**src/design/fhd_pkg.sv**
```systemverilog
// Package for the file header deframer: field sizes, phase codes, byte kinds
// and error codes. No dependencies.
package fhd_pkg;

    localparam int NAME_BYTES  = 128;
    localparam int SIZE_DIGITS = 10;

    localparam int IDX_MAX = (NAME_BYTES > SIZE_DIGITS) ? NAME_BYTES : SIZE_DIGITS;
    localparam int IDX_W   = $clog2(IDX_MAX + 1);

    localparam int SIZE_W = 34;
    localparam logic [SIZE_W-1:0] SIZE_MAX = {SIZE_W{1'b1}};

    typedef logic [IDX_W-1:0]  idx_t;
    typedef logic [SIZE_W-1:0] size_t;

    // Phase codes
    localparam logic [2:0] PH_NAME    = 3'd0;
    localparam logic [2:0] PH_SIZE    = 3'd1;
    localparam logic [2:0] PH_PAYLOAD = 3'd2;
    localparam logic [2:0] PH_DONE    = 3'd3;
    localparam logic [2:0] PH_ERROR   = 3'd4;

    // Byte kinds
    localparam logic [2:0] KIND_NAME    = 3'd0;
    localparam logic [2:0] KIND_PAD     = 3'd1;
    localparam logic [2:0] KIND_SIZE    = 3'd2;
    localparam logic [2:0] KIND_PAYLOAD = 3'd3;
    localparam logic [2:0] KIND_IGNORED = 3'd4;

    // Error codes
    localparam logic [1:0] ERR_NONE = 2'd0;
    localparam logic [1:0] ERR_PAD  = 2'd1;
    localparam logic [1:0] ERR_SIZE = 2'd2;

    // Characters
    localparam logic [7:0] CH_NUL   = 8'h00;
    localparam logic [7:0] CH_SPACE = 8'h20;
    localparam logic [7:0] CH_ZERO  = 8'h30;
    localparam logic [7:0] CH_NINE  = 8'h39;

endpackage

```
**src/design/file_header_deframer_unit.sv**
```systemverilog
// File header deframer top level: parses a name/size header from a byte
// stream, then counts the payload. Depends on fhd_pkg.
//
// The result of an accepted input is registered and shows on m_valid next cycle.
// Throughput: one byte per cycle unless m_ready stalls; each byte updates phase,
// index, size accumulator and payload counter in a single combinational step.
// Reset (aresetn low, synchronous): phase returns to the name field, all
// counters and the sticky error clear, and the result register empties.
module file_header_deframer_unit
    import fhd_pkg::*;
(
    input  logic              aclk,
    input  logic              aresetn,
    input  logic              s_valid,
    output logic              s_ready,
    input  logic [7:0]        s_in_byte,
    output logic              m_valid,
    input  logic              m_ready,
    output logic [7:0]        m_out_byte,
    output logic [2:0]        m_byte_kind,
    output logic              m_last_payload,
    output logic              m_header_done,
    output logic [SIZE_W-1:0] m_file_size,
    output logic [1:0]        m_error_code
);

    // Parser state
    logic [2:0] phase_reg,     phase_next;
    idx_t       field_idx_reg, field_idx_next;
    logic       zero_seen_reg, zero_seen_next;
    logic       digit_seen_reg, digit_seen_next;
    size_t      size_acc_reg,  size_acc_next;
    size_t      pay_cnt_reg,   pay_cnt_next;
    logic [1:0] err_reg,       err_next;

    // Result register
    logic             m_valid_reg;
    logic [7:0]       byte_reg;
    logic [2:0]       kind_reg,  kind_next;
    logic             last_reg,  last_next;
    logic             done_reg,  done_next;
    size_t            fsize_reg, fsize_next;
    logic [1:0]       code_reg;

    logic             accept;
    logic             is_digit;
    logic [SIZE_W+3:0] acc_wide;
    size_t            acc_step;
    size_t            pay_cnt_inc;

    // Take a new transaction whenever the result register is free or draining.
    assign s_ready = !m_valid_reg || m_ready;
    assign accept  = s_valid && s_ready;

    assign is_digit = (s_in_byte >= CH_ZERO) && (s_in_byte <= CH_NINE);

    // acc*10 + digit, saturated to the size width
    assign acc_wide = ({4'b0, size_acc_reg} << 3) + ({4'b0, size_acc_reg} << 1)
                    + {{SIZE_W{1'b0}}, s_in_byte[3:0]};
    assign acc_step = (acc_wide[SIZE_W+3:SIZE_W] != 4'b0) ? SIZE_MAX
                                                           : acc_wide[SIZE_W-1:0];

    assign pay_cnt_inc = pay_cnt_reg + size_t'(1);

    always_comb begin
        phase_next      = phase_reg;
        field_idx_next  = field_idx_reg;
        zero_seen_next  = zero_seen_reg;
        digit_seen_next = digit_seen_reg;
        size_acc_next   = size_acc_reg;
        pay_cnt_next    = pay_cnt_reg;
        err_next        = err_reg;
        kind_next       = KIND_IGNORED;
        last_next       = 1'b0;
        done_next       = 1'b0;
        fsize_next      = '0;

        case (phase_reg)
            PH_NAME: begin
                if (s_in_byte != CH_NUL && zero_seen_reg) begin
                    // Non-zero byte after padding started: bad padding.
                    kind_next  = KIND_PAD;
                    err_next   = ERR_PAD;
                    phase_next = PH_ERROR;
                end else begin
                    if (s_in_byte == CH_NUL) begin
                        zero_seen_next = 1'b1;
                        kind_next      = KIND_PAD;
                    end else begin
                        kind_next = KIND_NAME;
                    end
                    if (field_idx_reg == idx_t'(NAME_BYTES - 1)) begin
                        field_idx_next = '0;
                        phase_next     = PH_SIZE;
                    end else begin
                        field_idx_next = field_idx_reg + idx_t'(1);
                    end
                end
            end
            PH_SIZE: begin
                kind_next = KIND_SIZE;
                if (!(s_in_byte == CH_SPACE && !digit_seen_reg) && !is_digit) begin
                    // Anything but a leading space or a digit is fatal.
                    digit_seen_next = 1'b1;
                    err_next        = ERR_SIZE;
                    phase_next      = PH_ERROR;
                end else begin
                    if (!(s_in_byte == CH_SPACE && !digit_seen_reg)) begin
                        digit_seen_next = 1'b1;
                        size_acc_next   = acc_step;
                    end
                    if (field_idx_reg == idx_t'(SIZE_DIGITS - 1)) begin
                        // Header complete: publish size and start the payload.
                        field_idx_next = '0;
                        done_next      = 1'b1;
                        fsize_next     = size_acc_next;
                        pay_cnt_next   = '0;
                        if (size_acc_next == '0) begin
                            last_next  = 1'b1;
                            phase_next = PH_DONE;
                        end else begin
                            phase_next = PH_PAYLOAD;
                        end
                    end else begin
                        field_idx_next = field_idx_reg + idx_t'(1);
                    end
                end
            end
            PH_PAYLOAD: begin
                kind_next    = KIND_PAYLOAD;
                fsize_next   = size_acc_reg;
                pay_cnt_next = pay_cnt_inc;
                if (pay_cnt_inc == size_acc_reg) begin
                    last_next  = 1'b1;
                    phase_next = PH_DONE;
                end
            end
            PH_DONE: begin
                // Drop excess bytes, keep reporting the size.
                fsize_next = size_acc_reg;
            end
            default: begin
                // Error: ignore everything until reset.
            end
        endcase
    end

    // Control state and result valid
    always_ff @(posedge aclk) begin
        if (!aresetn) begin
            phase_reg      <= PH_NAME;
            field_idx_reg  <= '0;
            zero_seen_reg  <= 1'b0;
            digit_seen_reg <= 1'b0;
            size_acc_reg   <= '0;
            pay_cnt_reg    <= '0;
            err_reg        <= ERR_NONE;
            m_valid_reg    <= 1'b0;
        end else begin
            if (accept) begin
                phase_reg      <= phase_next;
                field_idx_reg  <= field_idx_next;
                zero_seen_reg  <= zero_seen_next;
                digit_seen_reg <= digit_seen_next;
                size_acc_reg   <= size_acc_next;
                pay_cnt_reg    <= pay_cnt_next;
                err_reg        <= err_next;
                m_valid_reg    <= 1'b1;
            end else if (m_ready) begin
                m_valid_reg    <= 1'b0;
            end
        end
    end

    // Result payload: load on every accepted transaction, hold otherwise.
    always_ff @(posedge aclk) begin
        if (accept) begin
            byte_reg  <= s_in_byte;
            kind_reg  <= kind_next;
            last_reg  <= last_next;
            done_reg  <= done_next;
            fsize_reg <= fsize_next;
            code_reg  <= err_next;
        end
    end

    assign m_valid        = m_valid_reg;
    assign m_out_byte     = byte_reg;
    assign m_byte_kind    = kind_reg;
    assign m_last_payload = last_reg;
    assign m_header_done  = done_reg;
    assign m_file_size    = fsize_reg;
    assign m_error_code   = code_reg;

    // Header completion is only ever reported on a size byte.
    a_done_on_size: assert property (@(posedge aclk) disable iff (!aresetn)
        m_valid && m_header_done |-> m_byte_kind == KIND_SIZE)
        else $error("header_done on a non-size byte");

    // Last marker belongs to a payload byte or a zero-size header end.
    a_last_kind: assert property (@(posedge aclk) disable iff (!aresetn)
        m_valid && m_last_payload |->
            (m_byte_kind == KIND_PAYLOAD) || (m_header_done && m_file_size == '0))
        else $error("last_payload on an unexpected byte");

    // Error phase always carries a nonzero sticky code.
    a_err_phase: assert property (@(posedge aclk) disable iff (!aresetn)
        phase_reg == PH_ERROR |-> err_reg != ERR_NONE)
        else $error("error phase without error code");

    // Once raised, the error code never changes until reset.
    a_err_sticky: assert property (@(posedge aclk) disable iff (!aresetn)
        err_reg != ERR_NONE |=> err_reg == $past(err_reg))
        else $error("sticky error changed");

    // Payload count never passes the decoded size.
    a_cnt_bound: assert property (@(posedge aclk) disable iff (!aresetn)
        phase_reg == PH_PAYLOAD |-> pay_cnt_reg < size_acc_reg)
        else $error("payload count overran size");

endmodule
```
**config.mk**
```make
export PLATFORM = sky130hd
export DESIGN_NAME = file_header_deframer_unit
export DESIGN_NICKNAME = d
export VERILOG_FILES = /design/src/design/fhd_pkg.sv /design/src/design/file_header_deframer_unit.sv
export SDC_FILE = /design/constraint.sdc
export NUM_CORES = 1
export LEC_CHECK = 0
export BUFFER_PORTS_ARGS = -buffer_cell sky130_fd_sc_hd__buf_2
export CAP_MARGIN = 15
export CORE_MARGIN = 3
export CORE_UTILIZATION = 55
export DETAILED_ROUTE_END_ITERATION = 7
export MAX_ROUTING_LAYER = met4
export PLACE_DENSITY = 0.77
export SETUP_SLACK_MARGIN = 0.2
export SLEW_MARGIN = 30
export SYNTH_ARGS = -nofsm -noshare
export SYNTH_HDL_FRONTEND = slang
export SYNTH_SLANG_ARGS = --single-unit
```
**constraint.sdc**
```tcl
create_clock -name aclk -period 6.6 [get_ports aclk]
set_input_delay 0.66 -clock aclk [delete_from_list [all_inputs] [get_ports aclk]]
set_output_delay 0.66 -clock aclk [all_outputs]
set_load 0.01 [all_outputs]
```
# Word-level counts from Yosys, hierarchy flattened
# Index checks and enable logic that the tools add are counted.
[op_classes]
add_sub_neg = 4
multipliers = 0
n_div = 0
order_cmp = 2
n_eq_ne = 14
shifts = 0
mux = 38
n_bitwise = 3
reduce_logical = 27
[ops]
columns = ["operator", "count"]
rows = [
  ["34-bit 2-to-1 mux", 8],
  ["34-bit one-hot mux with 2 select lines", 2],
  ["37-bit by 35-bit adder with 38-bit output", 1],
  ["38-bit by 4-bit adder with 38-bit output", 1],
  ["34-bit by 1-bit adder with 34-bit output, second input constant", 1],
  ["34-bit == test", 1],
  ["34-bit logical NOT", 1],
  ["8-bit 2-to-1 mux", 4],
  ["3-bit one-hot mux with 3 select lines", 2],
  ["8-bit one-hot mux with 2 select lines", 1],
  ["3-bit 2-to-1 mux", 5],
  ["1-bit 2-to-1 mux", 12],
  ["4-bit AND reduction", 3],
  ["8-bit by 1-bit adder with 8-bit output, second input constant", 1],
  ["8-bit by 4-bit == test with 1-bit output, second input constant", 1],
  ["8-bit by 6-bit == test with 1-bit output, second input constant", 1],
  ["8-bit by 7-bit == test with 1-bit output, second input constant", 1],
  ["8-bit by 6-bit >= comparator with 1-bit output, second input constant", 1],
  ["8-bit by 6-bit <= comparator with 1-bit output, second input constant", 1],
  ["8-bit logical NOT", 1],
  ["2-bit != test, second input constant", 4],
  ["8-bit nonzero test", 1],
  ["3-bit by 2-bit == test with 1-bit output, second input constant", 2],
  ["3-bit != test, second input constant", 2],
  ["other kinds (16)", 30],
]
[word_totals]
regBits = 133
latchBits = 0
ramBits = 0
rom_bits = 0
output_inout_bits = 51
n_memories = 0

# Depth between registers and ports, before layout
[depth]
word_depth = 12
mapped_depth = 17
depth_no_buf = 16

# Worst setup path after synthesis
# OpenSTA, ideal clock, no wires.
[synth_timing]
kind = "in2reg"
from = "input s_in_byte[3]"
to = "register phase_reg[0]"
arrival_ns = 4.443
t_required_ns = 6.533
slack_ns = 2.091
cell_stages = 17
cell_sequence = "inv_1 > fa_1 > inv_1 > fa_1 > a21o_1 > a221o_1 > a221o_1 > a21oi_2 > o221ai_1 > xnor2_1 > nand3_2 > buf_6 > o22ai_1 > nand4_1 > a2111oi_0 > nand4_1 > a21oi_2"
[synth_via]
elab_chain_cells = 11
elab_cells_between_ends = 25
cone_classes = "1 x add/sub; 2 x order compare; 3 x eq/ne; 9 x mux; 10 x reduce/logical"
[synth_lines]
columns = ["element", "line_no", "source"]
rows = [
  ["start: declaration", "file_header_deframer_unit.sv:16", "input logic [7:0] s_in_byte,"],
  ["38-bit by 4-bit adder with 38-bit output", "file_header_deframer_unit.sv:59", "+ {{SIZE_W{1'b0}}, s_in_byte[3:0]};"],
  ["4-bit nonzero test", "file_header_deframer_unit.sv:60", "assign acc_step = (acc_wide[SIZE_W+3:SIZE_W] != 4'b0) ? SIZE_MAX"],
  ["34-bit 2-to-1 mux", "file_header_deframer_unit.sv:60", ""],
  ["34-bit 2-to-1 mux", "file_header_deframer_unit.sv:108", "if (!(s_in_byte == CH_SPACE && !digit_seen_reg)) begin"],
  ["34-bit 2-to-1 mux", "file_header_deframer_unit.sv:102", "if (!(s_in_byte == CH_SPACE && !digit_seen_reg) && !is_digit) begin"],
  ["34-bit 2-to-1 mux", "file_header_deframer_unit.sv:78", "case (phase_reg)"],
  ["34-bit logical NOT", "file_header_deframer_unit.sv:118", "if (size_acc_next == '0) begin"],
  ["1-bit 2-to-1 mux", "file_header_deframer_unit.sv:118", ""],
  ["3-bit 2-to-1 mux", "file_header_deframer_unit.sv:112", "if (field_idx_reg == idx_t'(SIZE_DIGITS - 1)) begin"],
  ["3-bit 2-to-1 mux", "file_header_deframer_unit.sv:102", ""],
  ["3-bit one-hot mux with 3 select lines", "file_header_deframer_unit.sv:78", ""],
  ["end signal: assignment", "file_header_deframer_unit.sv:161", "phase_reg <= phase_next;"],
  ["end: declaration", "file_header_deframer_unit.sv:28", "logic [2:0] phase_reg, phase_next;"],
]
# Parallel ways exist; a longest one is shown, timed or not. The select of a mux whose other input is x is not followed.
# A chain may end at the register's enable or synchronous reset.

# Final worst setup path
[layout_timing]
from = "register size_acc_reg[0]"
to = "register last_reg (netlist: m_last_payload), data pin"
[layout_via]
elab_chain_cells = 12
elab_cells_between_ends = 14
cone_classes = "2 x add/sub; 1 x eq/ne; 9 x mux; 2 x reduce/logical"
[layout_lines]
columns = ["element", "line_no", "source"]
rows = [
  ["start: declaration", "file_header_deframer_unit.sv:32", "size_t size_acc_reg, size_acc_next;"],
  ["start signal: assignment", "file_header_deframer_unit.sv:165", "size_acc_reg <= size_acc_next;"],
  ["37-bit by 35-bit adder with 38-bit output", "file_header_deframer_unit.sv:58", "assign acc_wide = ({4'b0, size_acc_reg} << 3) + ({4'b0, size_acc_reg} << 1)"],
  ["38-bit by 4-bit adder with 38-bit output", "file_header_deframer_unit.sv:59", ""],
  ["4-bit nonzero test", "file_header_deframer_unit.sv:60", ""],
  ["34-bit 2-to-1 mux", "file_header_deframer_unit.sv:60", ""],
  ["34-bit 2-to-1 mux", "file_header_deframer_unit.sv:108", ""],
  ["34-bit 2-to-1 mux", "file_header_deframer_unit.sv:102", ""],
  ["34-bit 2-to-1 mux", "file_header_deframer_unit.sv:78", ""],
  ["34-bit logical NOT", "file_header_deframer_unit.sv:118", ""],
  ["1-bit 2-to-1 mux", "file_header_deframer_unit.sv:118", ""],
  ["1-bit 2-to-1 mux", "file_header_deframer_unit.sv:112", ""],
  ["1-bit 2-to-1 mux", "file_header_deframer_unit.sv:102", ""],
  ["1-bit one-hot mux with 2 select lines (*)", "file_header_deframer_unit.sv:78", ""],
  ["net last_next", "file_header_deframer_unit.sv:40", "logic last_reg, last_next;"],
  ["end signal: assignment", "file_header_deframer_unit.sv:180", "last_reg <= last_next;"],
  ["end: declaration", "file_header_deframer_unit.sv:40", ""],
]
# The timed path passes the listed nets; every way through them passes the cells marked *. The select of a mux whose other input is x is not followed.

==> reports/qor.csv <==
metric;value;unit
status;complete, no violations;
finish.utilization;0.6376;
placed_cell_area;10040;µm²
via_per_inst;6.508;
htree_levels;4;
overflow;0;
path_cells;inv_1 -> fa_1 -> inv_1 -> fa_1 -> a21o_1 -> a221o_1 -> a32o_1 -> nor2_1 -> a21oi_1 -> a211oi_1 -> nand3_2 -> o22ai_1 -> nand4_1 -> a2111oi_0 -> nand4_1 -> o21ai_0;
syn_area;9648;µm²
synth_edf_count;49;
drt-pass1-iter-count;6;
coreArea;16880;µm²
area_growth;11.53;%
grt_max_degree;79;
layout-drive-gt1-share;0.1261;
synthDistinctLibCells;78;
async_flop_share;0;
drcViolationCount;0;
cts_hold_buf;0;
diodes;0;
cts_resized;0;
finalPower;2.110;mW
path_buf_inv;2;
cap_violations;0;
first_global_vias;8469;
cpLargestDelayFamily;compound AO/OA/AOI/OAI gates;
synth_top_area_share;0.1743;
vias;9124;
hold_violations;0;
slew_violations;0;
cp.arrival;5.41;ns
postRouteAntennaNets;0;
cts_sinks;133;
clkLatencyLatePin;0.43;ns
path_class;reg2reg;
cts_buffer_depth;2;
grt_use_total;0.2984;
dieArea;19170;µm²
yosysTopAreaCell;dfxtp_1;
rows;47;
setup_slack;1.456;ns
drt_wl_total;28370;µm
numCtsBuffers;17;
portBuffers;62;
syn-num-nets;1229;
finClkSkew;0.007414;ns
wl_per_cell;20.23;µm
most-common-layout-cells;nand2_1, nor2_1, o21ai_0, a21oi_1, dfxtp_1;
cp_data_required_time;6.87;ns
antenna_found_initial;0;
ir_drop;0.1864;mV
nFillCells;1411;
clk_pin_slew_worst_paths;0.06;ns
finalSetupViolations;0;
slew_headroom;0.3762;
tritoncts;done;
initial_core_util;0.5717;
post_cts_buffers;0;
cp-start-kind;flip-flop;
min_path_type;in2reg;
worstMarginPinSlew;0.9331;ns
dpl.hpwl;19920;µm
fin_crit_sh;0.7794;
synth_cells;1145;
drtIter0Drc;1167;
cts_root_buf;clkbuf_16;
ys_warn_count;0;
io_pins;63;
worst_path_largest_cell_delay;0.55;ns
ys_seq_area_frac;0.3268;
critPathSlowestCell;a2111oi_0;
ys_seq_elements;133;
powerDensity;196.1;nW/µm²
globalplace.congestion;0.9784;
cp_max_fo;20;
fin_crit;5.144;ns
leakage;4.517;nW
max_freq;194.4;MHz
grt_pass1_wl;45350;µm
syn_area_per_cell;8.426;µm²
nets;1253;
die_h;138.4;µm
tns;0;ns
rsz0062_at_grt;no;
place_ws;1.286;ns
synth_area_leaders;dfxtp_1, edfxtp_1, ha_1;
synth_ff_type;dfxtp_1;
end_kind;flip-flop;
fin_area;10760;µm²
die_w;138.4;µm
==> layer usage <==
layer,wire (µm),part of all wire,global-route usage
met5,0,0,-
met4,1190,0.042,0.1175
met3,2600,0.092,0.06699
met2,12660,0.45,0.4568
met1,11910,0.42,0.3855
==> layout make-up <==
| class | count | area (µm²) | area share |
|---|---|---|---|
| Timing Repair Buffer | 72 | 385.4 | 0.03581 |
| Sequential cell | 133 | 3153 | 0.2930 |
| Inverter | 17 | 63.81 | 0.005930 |
| Tap cell | 220 | 275.3 | 0.02558 |
| Clock inverter | 13 | 265.3 | 0.02465 |
| Multi-Input combinational cell | 928 | 6163 | 0.5728 |
| Clock buffer | 19 | 454.2 | 0.04221 |
==> path summary, 6_finish.rpt <==
path                                      start             end  slack [ns]  cells after the start
worst max-delay path            size_acc_reg[0]  m_last_payload        1.46                     16
worst min-delay path               s_in_byte[6]   m_out_byte[6]        0.44                      1
worst max register to register  size_acc_reg[0]  m_last_payload        1.46                     16
worst min register to register       err_reg[0]      err_reg[0]        0.50                      1
==> logic make-up after synthesis <==
kind of cell / Yosys count / share of synthesized area
fa+ha+maj: 72 / 0.09493
compound gates: 344 / 0.2347
flops: 133 / 0.3268
buf+inv: 84 / 0.03527
mux: 3 / 0.003242
xor+xnor: 93 / 0.08520
simple gates: 416 / 0.2198
==> metrics by stage <==
stage,std cells,hold WS (ns)
detailed placement,1370,0.4866
global placement,1370,0.4804
floorplan,1145,0.4720
finish,1402,0.4398
CTS,1402,0.4329
global route,1402,0.4433
==> where the power goes <==
group          internal (mW)  switching [mW]
Sequential             0.867         0.00576
Clock                  0.777           0.393
Combinational         0.0231          0.0438
Total                   1.67           0.443
==> Yosys cell counts, drive strengths merged (14+ instances only) <==
master	count
xnor2	51
clkbuf	57
ha	70
nand4	27
inv	16
nor2b	24
dfxtp	84
a21o	25
o21ai	94
and3	20
a21oi	92
xor2	42
nor3	37
nor2	99
a21boi	14
o221a	21
and2	20
nand3	35
edfxtp	49
nand2	98
No activity file was read; power rests on OpenSTA's default activity.
